$ cat src/rtl/cruise_speed_spacing_law_assert.svh
// Assertion macros for the cruise spacing law block.
`ifndef CRUISE_SPEED_SPACING_LAW_ASSERT_SVH
`define CRUISE_SPEED_SPACING_LAW_ASSERT_SVH

// Consequent must hold in the same cycle as the antecedent.
`define CSL_ASSERT_SAME(lbl, ante, cons, msg) \
  lbl: assert property (@(posedge clk) disable iff (!rst_n) (ante) |-> (cons)) \
    else $error(msg);

// Consequent must hold in the cycle after the antecedent.
`define CSL_ASSERT_NEXT(lbl, ante, cons, msg) \
  lbl: assert property (@(posedge clk) disable iff (!rst_n) (ante) |=> (cons)) \
    else $error(msg);

`endif

$ cat src/rtl/csl_pkg.sv
// Shared types and constants for the cruise spacing law block.
package csl_pkg;

  localparam int MUL_W      = 24;
  localparam int PROD_W     = 2 * MUL_W;
  localparam int ACC_W      = 35;
  localparam int SQRT_IN_W  = 32;
  localparam int SQRT_OUT_W = SQRT_IN_W / 2;
  localparam int CFG_AW     = 5;
  localparam int CFG_DW     = 32;

  // floor(2^24/18) and floor(2^24/5); quotient is exact after one correction
  localparam int                       RECIP_SHIFT = 24;
  localparam logic signed [MUL_W-1:0]  RECIP18     = 24'sd932067;
  localparam logic signed [MUL_W-1:0]  RECIP5      = 24'sd3355443;

  typedef enum logic [2:0] {
    IDX_SCAN_RATE,
    IDX_FILTER_COEFF,
    IDX_MAX_SPEED,
    IDX_MIN_GAP,
    IDX_HEADWAY_GAIN,
    IDX_DECEL_GAIN,
    IDX_CATCHUP_MARGIN,
    IDX_IDLE_SPEED
  } cfg_idx_t;

  typedef enum logic [3:0] {
    ST_IDLE,
    ST_MEAS,
    ST_F1,
    ST_F2,
    ST_F3,
    ST_V,
    ST_V2,
    ST_RF,
    ST_CMP,
    ST_T,
    ST_SQ,
    ST_VD,
    ST_CL,
    ST_KMH,
    ST_OUT
  } seq_state_t;

endpackage

$ cat src/rtl/csl_mul.sv
// Shared signed multiplier with registered product.
module csl_mul (
  input  logic                               clk,
  input  logic signed [csl_pkg::MUL_W-1:0]   a,
  input  logic signed [csl_pkg::MUL_W-1:0]   b,
  output logic signed [csl_pkg::PROD_W-1:0]  p
);
  import csl_pkg::*;

  logic signed [PROD_W-1:0] p_r;

  always_ff @(posedge clk) begin
    p_r <= a * b;
  end

  assign p = p_r;

endmodule

$ cat config.mk
export PLATFORM = sky130hd
export DESIGN_NAME = csl_mul
export DESIGN_NICKNAME = d
export VERILOG_FILES = /design/src/rtl/cruise_speed_spacing_law_assert.svh /design/src/rtl/csl_pkg.sv /design/src/rtl/csl_mul.sv
export SDC_FILE = /design/constraint.sdc
export NUM_CORES = 2
export LEC_CHECK = 0
export BUFFER_PORTS_ARGS = -buffer_cell sky130_fd_sc_hd__buf_4
export CAP_MARGIN = 20
export CORE_MARGIN = 5
export CORE_UTILIZATION = 30
export DETAILED_ROUTE_END_ITERATION = 10
export SLEW_MARGIN = 20
export SYNTH_ARGS = -nofsm -noshare
export SYNTH_HDL_FRONTEND = slang
export SYNTH_SLANG_ARGS = --single-unit
export TNS_END_PERCENT = 100
$ cat constraint.sdc
create_clock -name clk -period 8.6 [get_ports clk]
set_input_delay 0.86 -clock clk [delete_from_list [all_inputs] [get_ports clk]]
set_output_delay 0.86 -clock clk [all_outputs]
set_load 0.03 [all_outputs]
== After elaboration in Yosys (flattened, before gate mapping) ==
Cells that the tools add are included.

* Multiply operators: 1

{| class="wikitable"
|+ Operator list
! operator !! count
|-
| multiplier 24 x 24 -> 48 bit || 1
|}

* Register bits after elaboration: 48
* Input bits: 49
* Output and inout bits: 48
* Word-level logic and storage cells: 2

== Logic depth before layout (Yosys ltp) ==
* Depth in word-level cells: 1
* Gate-level depth with buffers: 27
* Gate-level depth less buffers: 25

== Worst setup path before layout ==
OpenSTA, ideal clock, no wires.

* Path type: input port to flip-flop
* From: in a[23] (netlist name)
* To: reg p_r[46] (netlist: p[46])
* Setup time: 72 ps
* Data arrival time: 7316 ps
* Data required time: 8528 ps
* Slack: 1212 ps
* Cell stages on the path: 22
* Buffers on the path: 1
* Path through: clkbuf_1 -> nand2_1 -> inv_1 -> fa_1 -> fa_1 -> inv_1 -> fa_1 -> inv_1 -> fa_1 -> fa_1 -> fa_1 -> fa_1 -> ha_1 -> a211oi_1 -> nand2b_1 -> a2111oi_0 -> o2111ai_1 -> nand2_1 -> o311ai_2 -> a211o_1 -> a21oi_1 -> xnor2_1

* Cells in the longest elaborated chain, start to end: 1

{| class="wikitable"
|+ RTL lines
! what !! RTL line !! source
|-
| start: declaration || csl_mul.sv:4 || <nowiki>input logic signed [csl_pkg::MUL_W-1:0] a,</nowiki>
|-
| multiplier 24 x 24 -> 48 bit || csl_mul.sv:13 || <nowiki>p_r <= a * b;</nowiki>
|-
| end signal: assignment || csl_mul.sv:13 ||
|-
| end: declaration || csl_mul.sv:10 || <nowiki>logic signed [PROD_W-1:0] p_r;</nowiki>
|}

No other way between the ends.

== Worst setup path in the final report ==
Ends and elaborated chain as after synthesis.

==> run summary <==
GR Util met2 -> 25.3%
Synth area leader -> fa_1
largest net degree at the start of global routing -> 25
Hold Path Class -> in -> reg
fin. max-slew vios -> 0
grt peak-use layer -> met2
grt ovf -> 0
PortBufs -> 96
drt via density -> 4.55
Root Buffer -> clkbuf_16
hold_sp -> b[0]
number of synthesized flops with an enable pin -> 0
Die Y-Extent -> 281 µm
# setup viols final -> 0
RePlAce Congestion -> 0.834
CP delay by family, top -> adder cells
CP dominant cell by count -> fa_1
nets@finish -> 3133
core area -> 72800 µm²
Routed wire per std cell -> 17.2 µm
critical path required time -> 8.86 ns
Synth area leaders -> fa_1, inv_1, and2_1
post-CTS setup buffers -> 0
Layout area overhead -> 8.39%
CTS clock-pin slew for the worst setup and hold paths -> 0.12 ns
starting density of the core -> 30.2%
library cells used by synthesis -> 54
Max clock buf depth -> 2
Via Count -> 15000
unrepaired setup endpoints after global routing -> false
sum of negative setup slack -> 0 ns
number of global-route vias before repair -> 16400
layout cells sized above 1 -> 5.93%
cts repair resizes -> 0
met3 Track Usage GR -> 2.12%
max_cap viols -> 0
Overall Global Routing Usage -> 15.1%
Final Hold Fails -> 0
Site Rows -> 99
antenna violations before repair -> 1
Mapped Nets -> 3111
Final Critical Period -> 8.06 ns
HPWL after DPL -> 47.0 mm
Hold Path Depth -> 2
Worst Tran Pin Value -> 1.04 ns
CP startpoint kind -> input port
hold worst-path end -> p[0]
global-route wire length before repair -> 93.1 mm
max reg flops -> 48
Final period util -> 93.7%
CP max FO -> 24
Die W -> 281 µm
die area -> 78900 µm²
CP bufs+invs -> 4
most common cell after layout, fill and taps aside -> fa_1
GRT met1 Usage -> 20.7%
f_max -> 124 MHz
commonest non-fill, non-tap cells in the layout -> fa_1, inv_1, nand2_1
Max stage delay cell, worst path -> fa_1
CTS Hold Bufs -> 0
post-synthesis cell count -> 2321
worst setup path category -> in -> reg
CP endpoint kind -> register
CTS tree -> done
antenna-violating nets left -> 0
Crit path arrival time -> 8.33 ns
ys flop type -> dfxtp_1
max_slew headroom -> 29.8%
H-tree depth -> 2
number of remaining DRC errors -> 0
top cell type's share of synthesized area -> 55.2%
Core Util, Final -> 32.8%
drt total wl -> 56.9 mm
Post-Synthesis Cell Area -> 22000 µm²
asr flop ratio synth -> 0%
register area share after synthesis -> 4.36%
Num CTS Buffers -> 5
outcome -> completed
TritonRoute pass-1 iters -> 5
Hold Slack -> 0.973 ns
# clock sinks -> 48
register bit count reported by yosys -> 48
slowest stage delay, CP -> 0.72 ns
syn_area_per_cell -> 9.49 µm²
initial DRC count -> 813
CP cell instances -> buf_4 > nand2_1 > inv_1 > fa_1 > fa_1 > inv_1 > fa_1 > inv_1 > fa_1 > fa_1 > fa_1 > fa_1 > ha_1 > a211oi_1 > nand2b_1 > a2111oi_0 > o2111ai_1 > nand2_1 > o311ai_2 > a211o_1 > a21oi_1 > xnor2_1
num ports -> 97
synth warn -> 0
## per-layer routing
metal / vias to the layer above / wire length (µm)
met4: 0 / 1510
met1: 7937 / 24600
met5: - / 0
li1: 6688 / -
met2: 343 / 28000
met3: 65 / 2780
## worst max path at each step
stage / startpoint / to / slack [ns] / cells after the start
2_1_floorplan: a[23] / p[46] / 1.21 / 22
3_3_place_gp: a[23] / p[46] / 0.44 / 22
3_5_place_dp: a[23] / p[46] / 0.19 / 22
4_1_cts: a[23] / p[46] / 0.54 / 22
5_1_grt: a[23] / p[46] / 0.10 / 22
6_report: a[23] / p[46] / 0.54 / 22
## synthesized netlist by cell type (all sizes together), types with 3 or more instances
cell,count
a21oi,38
nand2b,10
xnor2,43
buf,4
o21a,3
nand4,4
a221oi,3
a21boi,3
a31o,4
ha,134
nor2,39
nor3,4
a311oi,3
o21bai,10
nand3,8
clkbuf,95
inv,590
dfxtp,48
fa,607
a211oi,9
o211ai,5
o21ai,24
and2,274
and3,5
nand2,307
xor2,11
and4,3
a21o,13
## per-stage QoR
step                      setup slack (ns)  std cells  cell area (µm²)
after floorplan                       1.21       2321            22000
after global placement               0.440       3295            23700
after detailed placement             0.193       3295            23700
after CTS                            0.540       3303            23900
after global routing                 0.103       3303            23900
final                                0.538       3304            23900
## layout make-up
cell class              count  area, µm²
fillers                  7654      49000
multi-input cells        1583      18500
inverters                 591       2220
well taps                 959       1200
flip-flops and latches     48        961
repair buffers            114        856
clock buffers               5        125
clock inverters             3       46.3
diodes                      1       2.50
## cell families after synthesis
kind of cell | Yosys count | synth area share [%]
adders and majority gates | 741 | 62.8
AOI/OAI and AO/OA | 127 | 4.04
xor gates and xnor gates | 54 | 2.15
and+or+nand+nor | 661 | 14.8
DFF | 48 | 4.36
buffers and inverters | 690 | 11.8
Power is not shown: default switching activity piles up to over one toggle a cycle in this logic, so the estimate is an artifact.
