File: config.mk
export PLATFORM = sky130hd
export DESIGN_NAME = csl_sqrt
export DESIGN_NICKNAME = d
export VERILOG_FILES = /design/src/rtl/cruise_speed_spacing_law_assert.svh /design/src/rtl/csl_pkg.sv /design/src/rtl/csl_sqrt.sv
export SDC_FILE = /design/constraint.sdc
export NUM_CORES = 1
export LEC_CHECK = 0
export BUFFER_PORTS_ARGS = -buffer_cell sky130_fd_sc_hd__buf_2
export CELL_PAD_IN_SITES_DETAIL_PLACEMENT = 1
export CELL_PAD_IN_SITES_GLOBAL_PLACEMENT = 1
export CORE_UTILIZATION = 41
export DETAILED_ROUTE_END_ITERATION = 8
export GPL_TIMING_DRIVEN = 0
export PLACE_DENSITY_LB_ADDON = 0.08
export SYNTH_ARGS = -nofsm -noshare
export SYNTH_HDL_FRONTEND = slang
export SYNTH_SLANG_ARGS = --single-unit
File: constraint.sdc
create_clock -name clk -period 2.5 [get_ports clk]
set_clock_uncertainty 0.15 [all_clocks]
set_input_delay 0.25 -clock clk [delete_from_list [all_inputs] [get_ports clk]]
set_output_delay 0.25 -clock clk [all_outputs]
set_load 0.1 [all_outputs]
File: src/rtl/cruise_speed_spacing_law_assert.svh
// Assertion macros for the cruise spacing law block.
`ifndef CRUISE_SPEED_SPACING_LAW_ASSERT_SVH
`define CRUISE_SPEED_SPACING_LAW_ASSERT_SVH

// Consequent must hold in the same cycle as the antecedent.
`define CSL_ASSERT_SAME(lbl, ante, cons, msg) \
  lbl: assert property (@(posedge clk) disable iff (!rst_n) (ante) |-> (cons)) \
    else $error(msg);

// Consequent must hold in the cycle after the antecedent.
`define CSL_ASSERT_NEXT(lbl, ante, cons, msg) \
  lbl: assert property (@(posedge clk) disable iff (!rst_n) (ante) |=> (cons)) \
    else $error(msg);

`endif

File: src/rtl/csl_pkg.sv
// Shared types and constants for the cruise spacing law block.
package csl_pkg;

  localparam int MUL_W      = 24;
  localparam int PROD_W     = 2 * MUL_W;
  localparam int ACC_W      = 35;
  localparam int SQRT_IN_W  = 32;
  localparam int SQRT_OUT_W = SQRT_IN_W / 2;
  localparam int CFG_AW     = 5;
  localparam int CFG_DW     = 32;

  // floor(2^24/18) and floor(2^24/5); quotient is exact after one correction
  localparam int                       RECIP_SHIFT = 24;
  localparam logic signed [MUL_W-1:0]  RECIP18     = 24'sd932067;
  localparam logic signed [MUL_W-1:0]  RECIP5      = 24'sd3355443;

  typedef enum logic [2:0] {
    IDX_SCAN_RATE,
    IDX_FILTER_COEFF,
    IDX_MAX_SPEED,
    IDX_MIN_GAP,
    IDX_HEADWAY_GAIN,
    IDX_DECEL_GAIN,
    IDX_CATCHUP_MARGIN,
    IDX_IDLE_SPEED
  } cfg_idx_t;

  typedef enum logic [3:0] {
    ST_IDLE,
    ST_MEAS,
    ST_F1,
    ST_F2,
    ST_F3,
    ST_V,
    ST_V2,
    ST_RF,
    ST_CMP,
    ST_T,
    ST_SQ,
    ST_VD,
    ST_CL,
    ST_KMH,
    ST_OUT
  } seq_state_t;

endpackage

File: src/rtl/csl_sqrt.sv
// Bit-serial integer square root, one result bit per cycle.
module csl_sqrt (
  input  logic                                clk,
  input  logic                                rst_n,
  input  logic                                start,
  input  logic [csl_pkg::SQRT_IN_W-1:0]       arg,
  output logic [csl_pkg::SQRT_OUT_W-1:0]      root,
  output logic                                done
);
  import csl_pkg::*;

  localparam int REM_W  = SQRT_OUT_W + 1;
  localparam int STEP_W = $clog2(SQRT_OUT_W);

  logic [SQRT_IN_W-1:0]  x_r;
  logic [REM_W-1:0]      rem_r;
  logic [SQRT_OUT_W-1:0] root_r;
  logic [STEP_W-1:0]     step_r;
  logic                  busy_r;
  logic                  done_r;
  logic [REM_W+1:0]      rem_sh;
  logic [REM_W+1:0]      trial;
  logic                  fits;

  assign rem_sh = {rem_r, x_r[SQRT_IN_W-1 -: 2]};
  assign trial  = (REM_W+2)'({root_r, 2'b01});
  assign fits   = rem_sh >= trial;

  always_ff @(posedge clk) begin
    if (!rst_n) begin
      busy_r <= 1'b0;
      done_r <= 1'b0;
      step_r <= '0;
    end else begin
      done_r <= busy_r && (step_r == STEP_W'(SQRT_OUT_W - 1));
      if (start) begin
        busy_r <= 1'b1;
        step_r <= '0;
      end else if (busy_r) begin
        step_r <= step_r + 1'b1;
        if (step_r == STEP_W'(SQRT_OUT_W - 1)) begin
          busy_r <= 1'b0;
        end
      end
    end
  end

  always_ff @(posedge clk) begin
    if (start) begin
      x_r    <= arg;
      rem_r  <= '0;
      root_r <= '0;
    end else if (busy_r) begin
      x_r    <= x_r << 2;
      rem_r  <= fits ? REM_W'(rem_sh - trial) : REM_W'(rem_sh);
      root_r <= {root_r[SQRT_OUT_W-2:0], fits};
    end
  end

  assign root = root_r;
  assign done = done_r;

endmodule

# Word level (Yosys, flattened, before mapping)
# Cells that the tools add are included.
word_totals:
  reg_bits: 71
  input_bits: 35
  output_inout_bits: 17
op_classes:
  add_sub_neg: 2
  order_cmp: 1
  eq_ne: 1
  mux: 6
  bitwise: 1
  reduce_logical: 3
op_table:
  columns: ["op", "count"]
  rows:
  - ["2-to-1 mux 32 bit", 2]
  - ["greater-or-equal comparator 19 x 18 -> 1 bit", 1]
  - ["2-to-1 mux 17 bit", 1]
  - ["subtractor 17 bit", 1]
  - ["adder 4 x 1 -> 4 bit, second input constant", 1]
  - ["== test 4 bit, second input constant", 1]
  - ["2-to-1 mux 1 bit", 3]
  - ["nonzero test 2 bit", 1]
  - ["OR reduction 2 bit", 1]
  - ["logical AND 1 bit", 1]
  - ["inverter 1 bit", 1]

# Depth between registers and ports, before layout
logic_depth:
  word_depth: 4
  mapped_depth: 13
  depth_no_buf: 10

# Worst setup path after synthesis
# No wires, ideal clock.
synth_timing:
  kind: "reg-to-reg"
  startpoint: "reg root_r[0] (netlist: root[0])"
  endpoint: "reg rem_r[15]"
  arrival_time_ps: 3190
  path_slack_ps: -962
  stages_incl_launch_ff: 13
  period_less_slack_ps: 3462
  path_cell_list: "dfxtp_1 -> inv_1 -> ha_1 -> o211ai_1 -> o21ai_2 -> o2111a_1 -> a2111oi_4 -> a211o_1 -> nand3_2 -> buf_6 -> buf_12 -> a32oi_1 -> o21ai_1"
synth_via:
  elab_chain_len: 2
  word_cells_on_any_way: 3
  classes_between: "add/sub (1); order compare (1); mux (1)"
synth_lines:
  columns: ["element", "line", "rtl"]
  rows:
  - ["start: declaration", "csl_sqrt.sv:17", "logic [SQRT_OUT_W-1:0] root_r;"]
  - ["start signal: assignment", "csl_sqrt.sv:56", "root_r <= {root_r[SQRT_OUT_W-2:0], fits};"]
  - ["subtractor 17 bit or greater-or-equal comparator 19 x 18 -> 1 bit (tied branches)", "csl_sqrt.sv:55, csl_sqrt.sv:27", null]
  - ["2-to-1 mux 17 bit *", "csl_sqrt.sv:55", "rem_r <= fits ? REM_W'(rem_sh - trial) : REM_W'(rem_sh);"]
  - ["end signal: assignment", "csl_sqrt.sv:55", null]
  - ["end: declaration", "csl_sqrt.sv:16", "logic [REM_W-1:0] rem_r;"]
# Every way passes the cells marked *; elsewhere a longest branch is shown, timed or not.
# A chain may end at the register's enable or synchronous reset.

# Worst setup path after layout
layout_timing:
  startpoint: "reg rem_r[0]"
  endpoint: "reg rem_r[5]"
layout_via:
  elab_chain_len: 2
  word_cells_on_any_way: 3
  classes_between: "add/sub (1); order compare (1); mux (1)"
layout_lines:
  columns: ["element", "line"]
  rows:
  - ["subtractor 17 bit or greater-or-equal comparator 19 x 18 -> 1 bit (tied branches)", "csl_sqrt.sv:55, csl_sqrt.sv:27"]
  - ["2-to-1 mux 17 bit *", "csl_sqrt.sv:55"]
# Marked as above.

==> flow_summary.json <==
{
  "rsz0062_at_grt": "true",
  "fmax_mhz": 370,
  "cp_max_fo": 6,
  "cts_tree": "built",
  "cp.arrival_ps": 2810,
  "clk_pin_slew_ps": 80,
  "finalSetupViolCount": 18,
  "synth_area_per_cell_um2": 10.9,
  "layout-drive-gt1-share_pct": 39.7,
  "vias": 2869,
  "seqCellArea_um2": 1780,
  "ys_types": 46,
  "grt_remaining_overflow": 0,
  "routed_wirelength_um": 9200,
  "hp-class": "input pin to register",
  "core_area_um2": 8760,
  "area_delta_synth_final_pct": 30.5,
  "startpoint": "rem_r[0]$_SDFFE_PP0P_",
  "cts-htree-levels": 3,
  "ys_warn_count": 0,
  "hold_slack_ps": 30.3,
  "drtAntennaViolNets": 0,
  "multiInputGateArea_um2": 2090,
  "max_slew_margin_pct": 21.0,
  "grt_usage_pct": 19.8,
  "yosysSeqAreaShare_pct": 46.6,
  "dieHeight_um": 97.5,
  "gp_congestion": 0.814,
  "clk_path_buf_depth": 2,
  "cellPowerDensity_nw_per_um2": 1290,
  "start_util_pct": 42.7,
  "nNetsFinal": 477,
  "drc": 0,
  "numPortBuffers": 50,
  "worstHoldStart": "arg[1]",
  "yosysTopAreaCell": "edfxtp_1",
  "routedWlPerCell_um": 17.2,
  "dp_cells": 500,
  "start_kind": "register",
  "synth_ff_type": "dfxtp_1",
  "worst_pin_slew_ps": 1180,
  "violations": "setup timing",
  "antenna_found_initial": 0,
  "power_mw": 6.30,
  "synth_fp_nets": 396,
  "synthCells": 342,
  "io_pins": 52,
  "grt_pass1_vias": 3022,
  "synth_area_um2": 3740,
  "cts-root-buf": "clkbuf_8",
  "ys_ff_latch": 71,
  "initialDrtViolationCount": 53,
  "synth_top_cell_area_share_pct": 25.7,
  "netlist_top_cells_area": "edfxtp_1 (26%), dfxtp_1 (21%), mux2_2 (9.0%)",
  "fin_cells": 536,
  "vias_per_cell": 5.35,
  "dpl.hpwl_um": 6010,
  "cp-end-kind": "register",
  "synth-edff-count": 32,
  "antenna_cells": 0,
  "cap_violations": 0,
  "dr.pass1.iters": 4,
  "crit_type": "register to register",
  "fp.dieW_um": 97.5,
  "final_area_um2": 4880,
  "finalHoldViolations": 0,
  "fin_crit_sh_pct": 108,
  "row_count": 34,
  "grt_max_degree": 33,
  "r2r-start": "rem_r[0]$_SDFFE_PP0P_",
  "finalMaxSlewViolations": 0,
  "ir_worst_vdd_mv": 0.527,
  "min_period_ps": 2710,
  "total_leakage_power_nw": 1.96,
  "cts_sinks": 71,
  "grt_pass1_wl_um": 14700,
  "outcome": "finished with violations",
  "nFillCells": 942,
  "cts_buffers": 9,
  "clk_latency_ps": 360,
  "place_area_um2": 4230,
  "required_ps": 2610,
  "fin_ws_ps": -206,
  "async_reset_ff_share_pct": 0,
  "dieArea_um2": 9500
}
repair_timing:
| action | CTS | global route |
|---|---|---|
| buffers inserted | 11 | 8 |
| endpoints found under the hold margin | 1 | 0 |
| endpoints found under the setup margin | 18 | 18 |
| resized for setup | 22 | 25 |
| hold buffers | 1 | 0 |
| pin swaps | 19 | 23 |
| cloned | 2 | 0 |
cells in the final DEF, fill, tap and decap left out, types with 6 or more instances in the layout:
cell	n
buf_2	50
nor2_1	41
edfxtp_1	32
mux2_2	30
mux2i_1	27
dfxtp_1	23
inv_1	17
clkbuf_1	14
buf_4	14
nand2_1	11
xnor2_1	9
clkbuf_8	9
dfxtp_4	9
a21oi_1	8
a211oi_1	8
ha_1	8
ha_4	8
o21ai_1	7
dfxtp_2	7
nand4_1	6
xor2_1	6
path summary, 6_finish.rpt:
check,end,slack [ps],depth (start not counted)
max,rem_r[5]$_SDFFE_PP0P_,-210,11
min,x_r[1]$_SDFFCE_PN0P_,30,2
max reg2reg,rem_r[5]$_SDFFE_PP0P_,-210,11
min reg2reg,rem_r[16]$_SDFFE_PP0P_,310,2
synthesized netlist by cell type (all sizes together), types with 3 or more instances:
cell type,count
nor2,41
dfxtp,39
edfxtp,32
mux2,31
mux2i,31
inv,20
ha,19
clkbuf,14
o21ai,14
a211oi,11
a21oi,11
nand2,11
xnor2,10
nand3,6
nand4,6
xor2,6
nor2b,4
a21o,3
and2,3
nand2b,3
nor3,3
o21bai,3
flip-flops by register name (all words and copies together) (netlist names):
signal / flops
done: 1
root: 16
x_r: 32
rem_r: 17
busy_r: 1
step_r: 4
where the power goes:
group	leakage [nW]	switching, mW	internal (mW)
Sequential	0.651	0.118	1.38
Combinational	1.19	1.68	1.96
Clock	0.121	0.489	0.673
Total	1.96	2.29	4.01
final cells by class:
| type | count | area share, % |
|---|---|---|
| well taps | 108 | 2.77 |
| flip-flops and latches | 71 | 36.6 |
| clock buffers | 10 | 2.62 |
| inverters | 20 | 1.59 |
| repair buffers | 71 | 9.39 |
| multi-input cells | 235 | 42.9 |
| clock inverters | 6 | 2.39 |
| plain buffers | 15 | 1.82 |
kinds of logic after synthesis:
| logic type | count (synthesis) | share of synthesized area [%] |
|---|---|---|
| XOR/XNOR | 16 | 3.75 |
| adder cells (fa/ha/maj) | 19 | 6.36 |
| flip-flops | 71 | 46.6 |
| AND/OR/NAND/NOR | 80 | 10.0 |
| buffers and inverters | 36 | 4.25 |
| AO/OA/AOI/OAI | 58 | 11.3 |
| multiplexers | 62 | 17.7 |
stage by stage:
stage,worst slack [ps],utilization (%),TNS [ps]
3_3_place_gp,-368,48.3,-3670
6_report,-206,55.7,-2150
2_1_floorplan,-233,-,-3170
3_5_place_dp,-423,48.3,-4820
4_1_cts,-232,53.9,-3390
5_1_grt,-356,55.7,-4080
per-layer routing:
layer,routed length [um],global-route usage (%),up-vias
li1,-,-,1400
met3,275,4.03,11
met1,3970,23.6,1405
met4,112,6.90,0
met2,4830,35.3,53
met5,0,0,-
critical path, stage by stage (launching register included):
cell,delay (ps)
dfxtp_2,380
ha_4,220
o211ai_1,230
o21ai_2,90
o2111a_1,280
a2111oi_4,230
a211o_1,250
nand3_4,130
buf_12,190
buf_6,110
mux2i_1,110
a211oi_1,230
(Power assumes the default switching activity.)
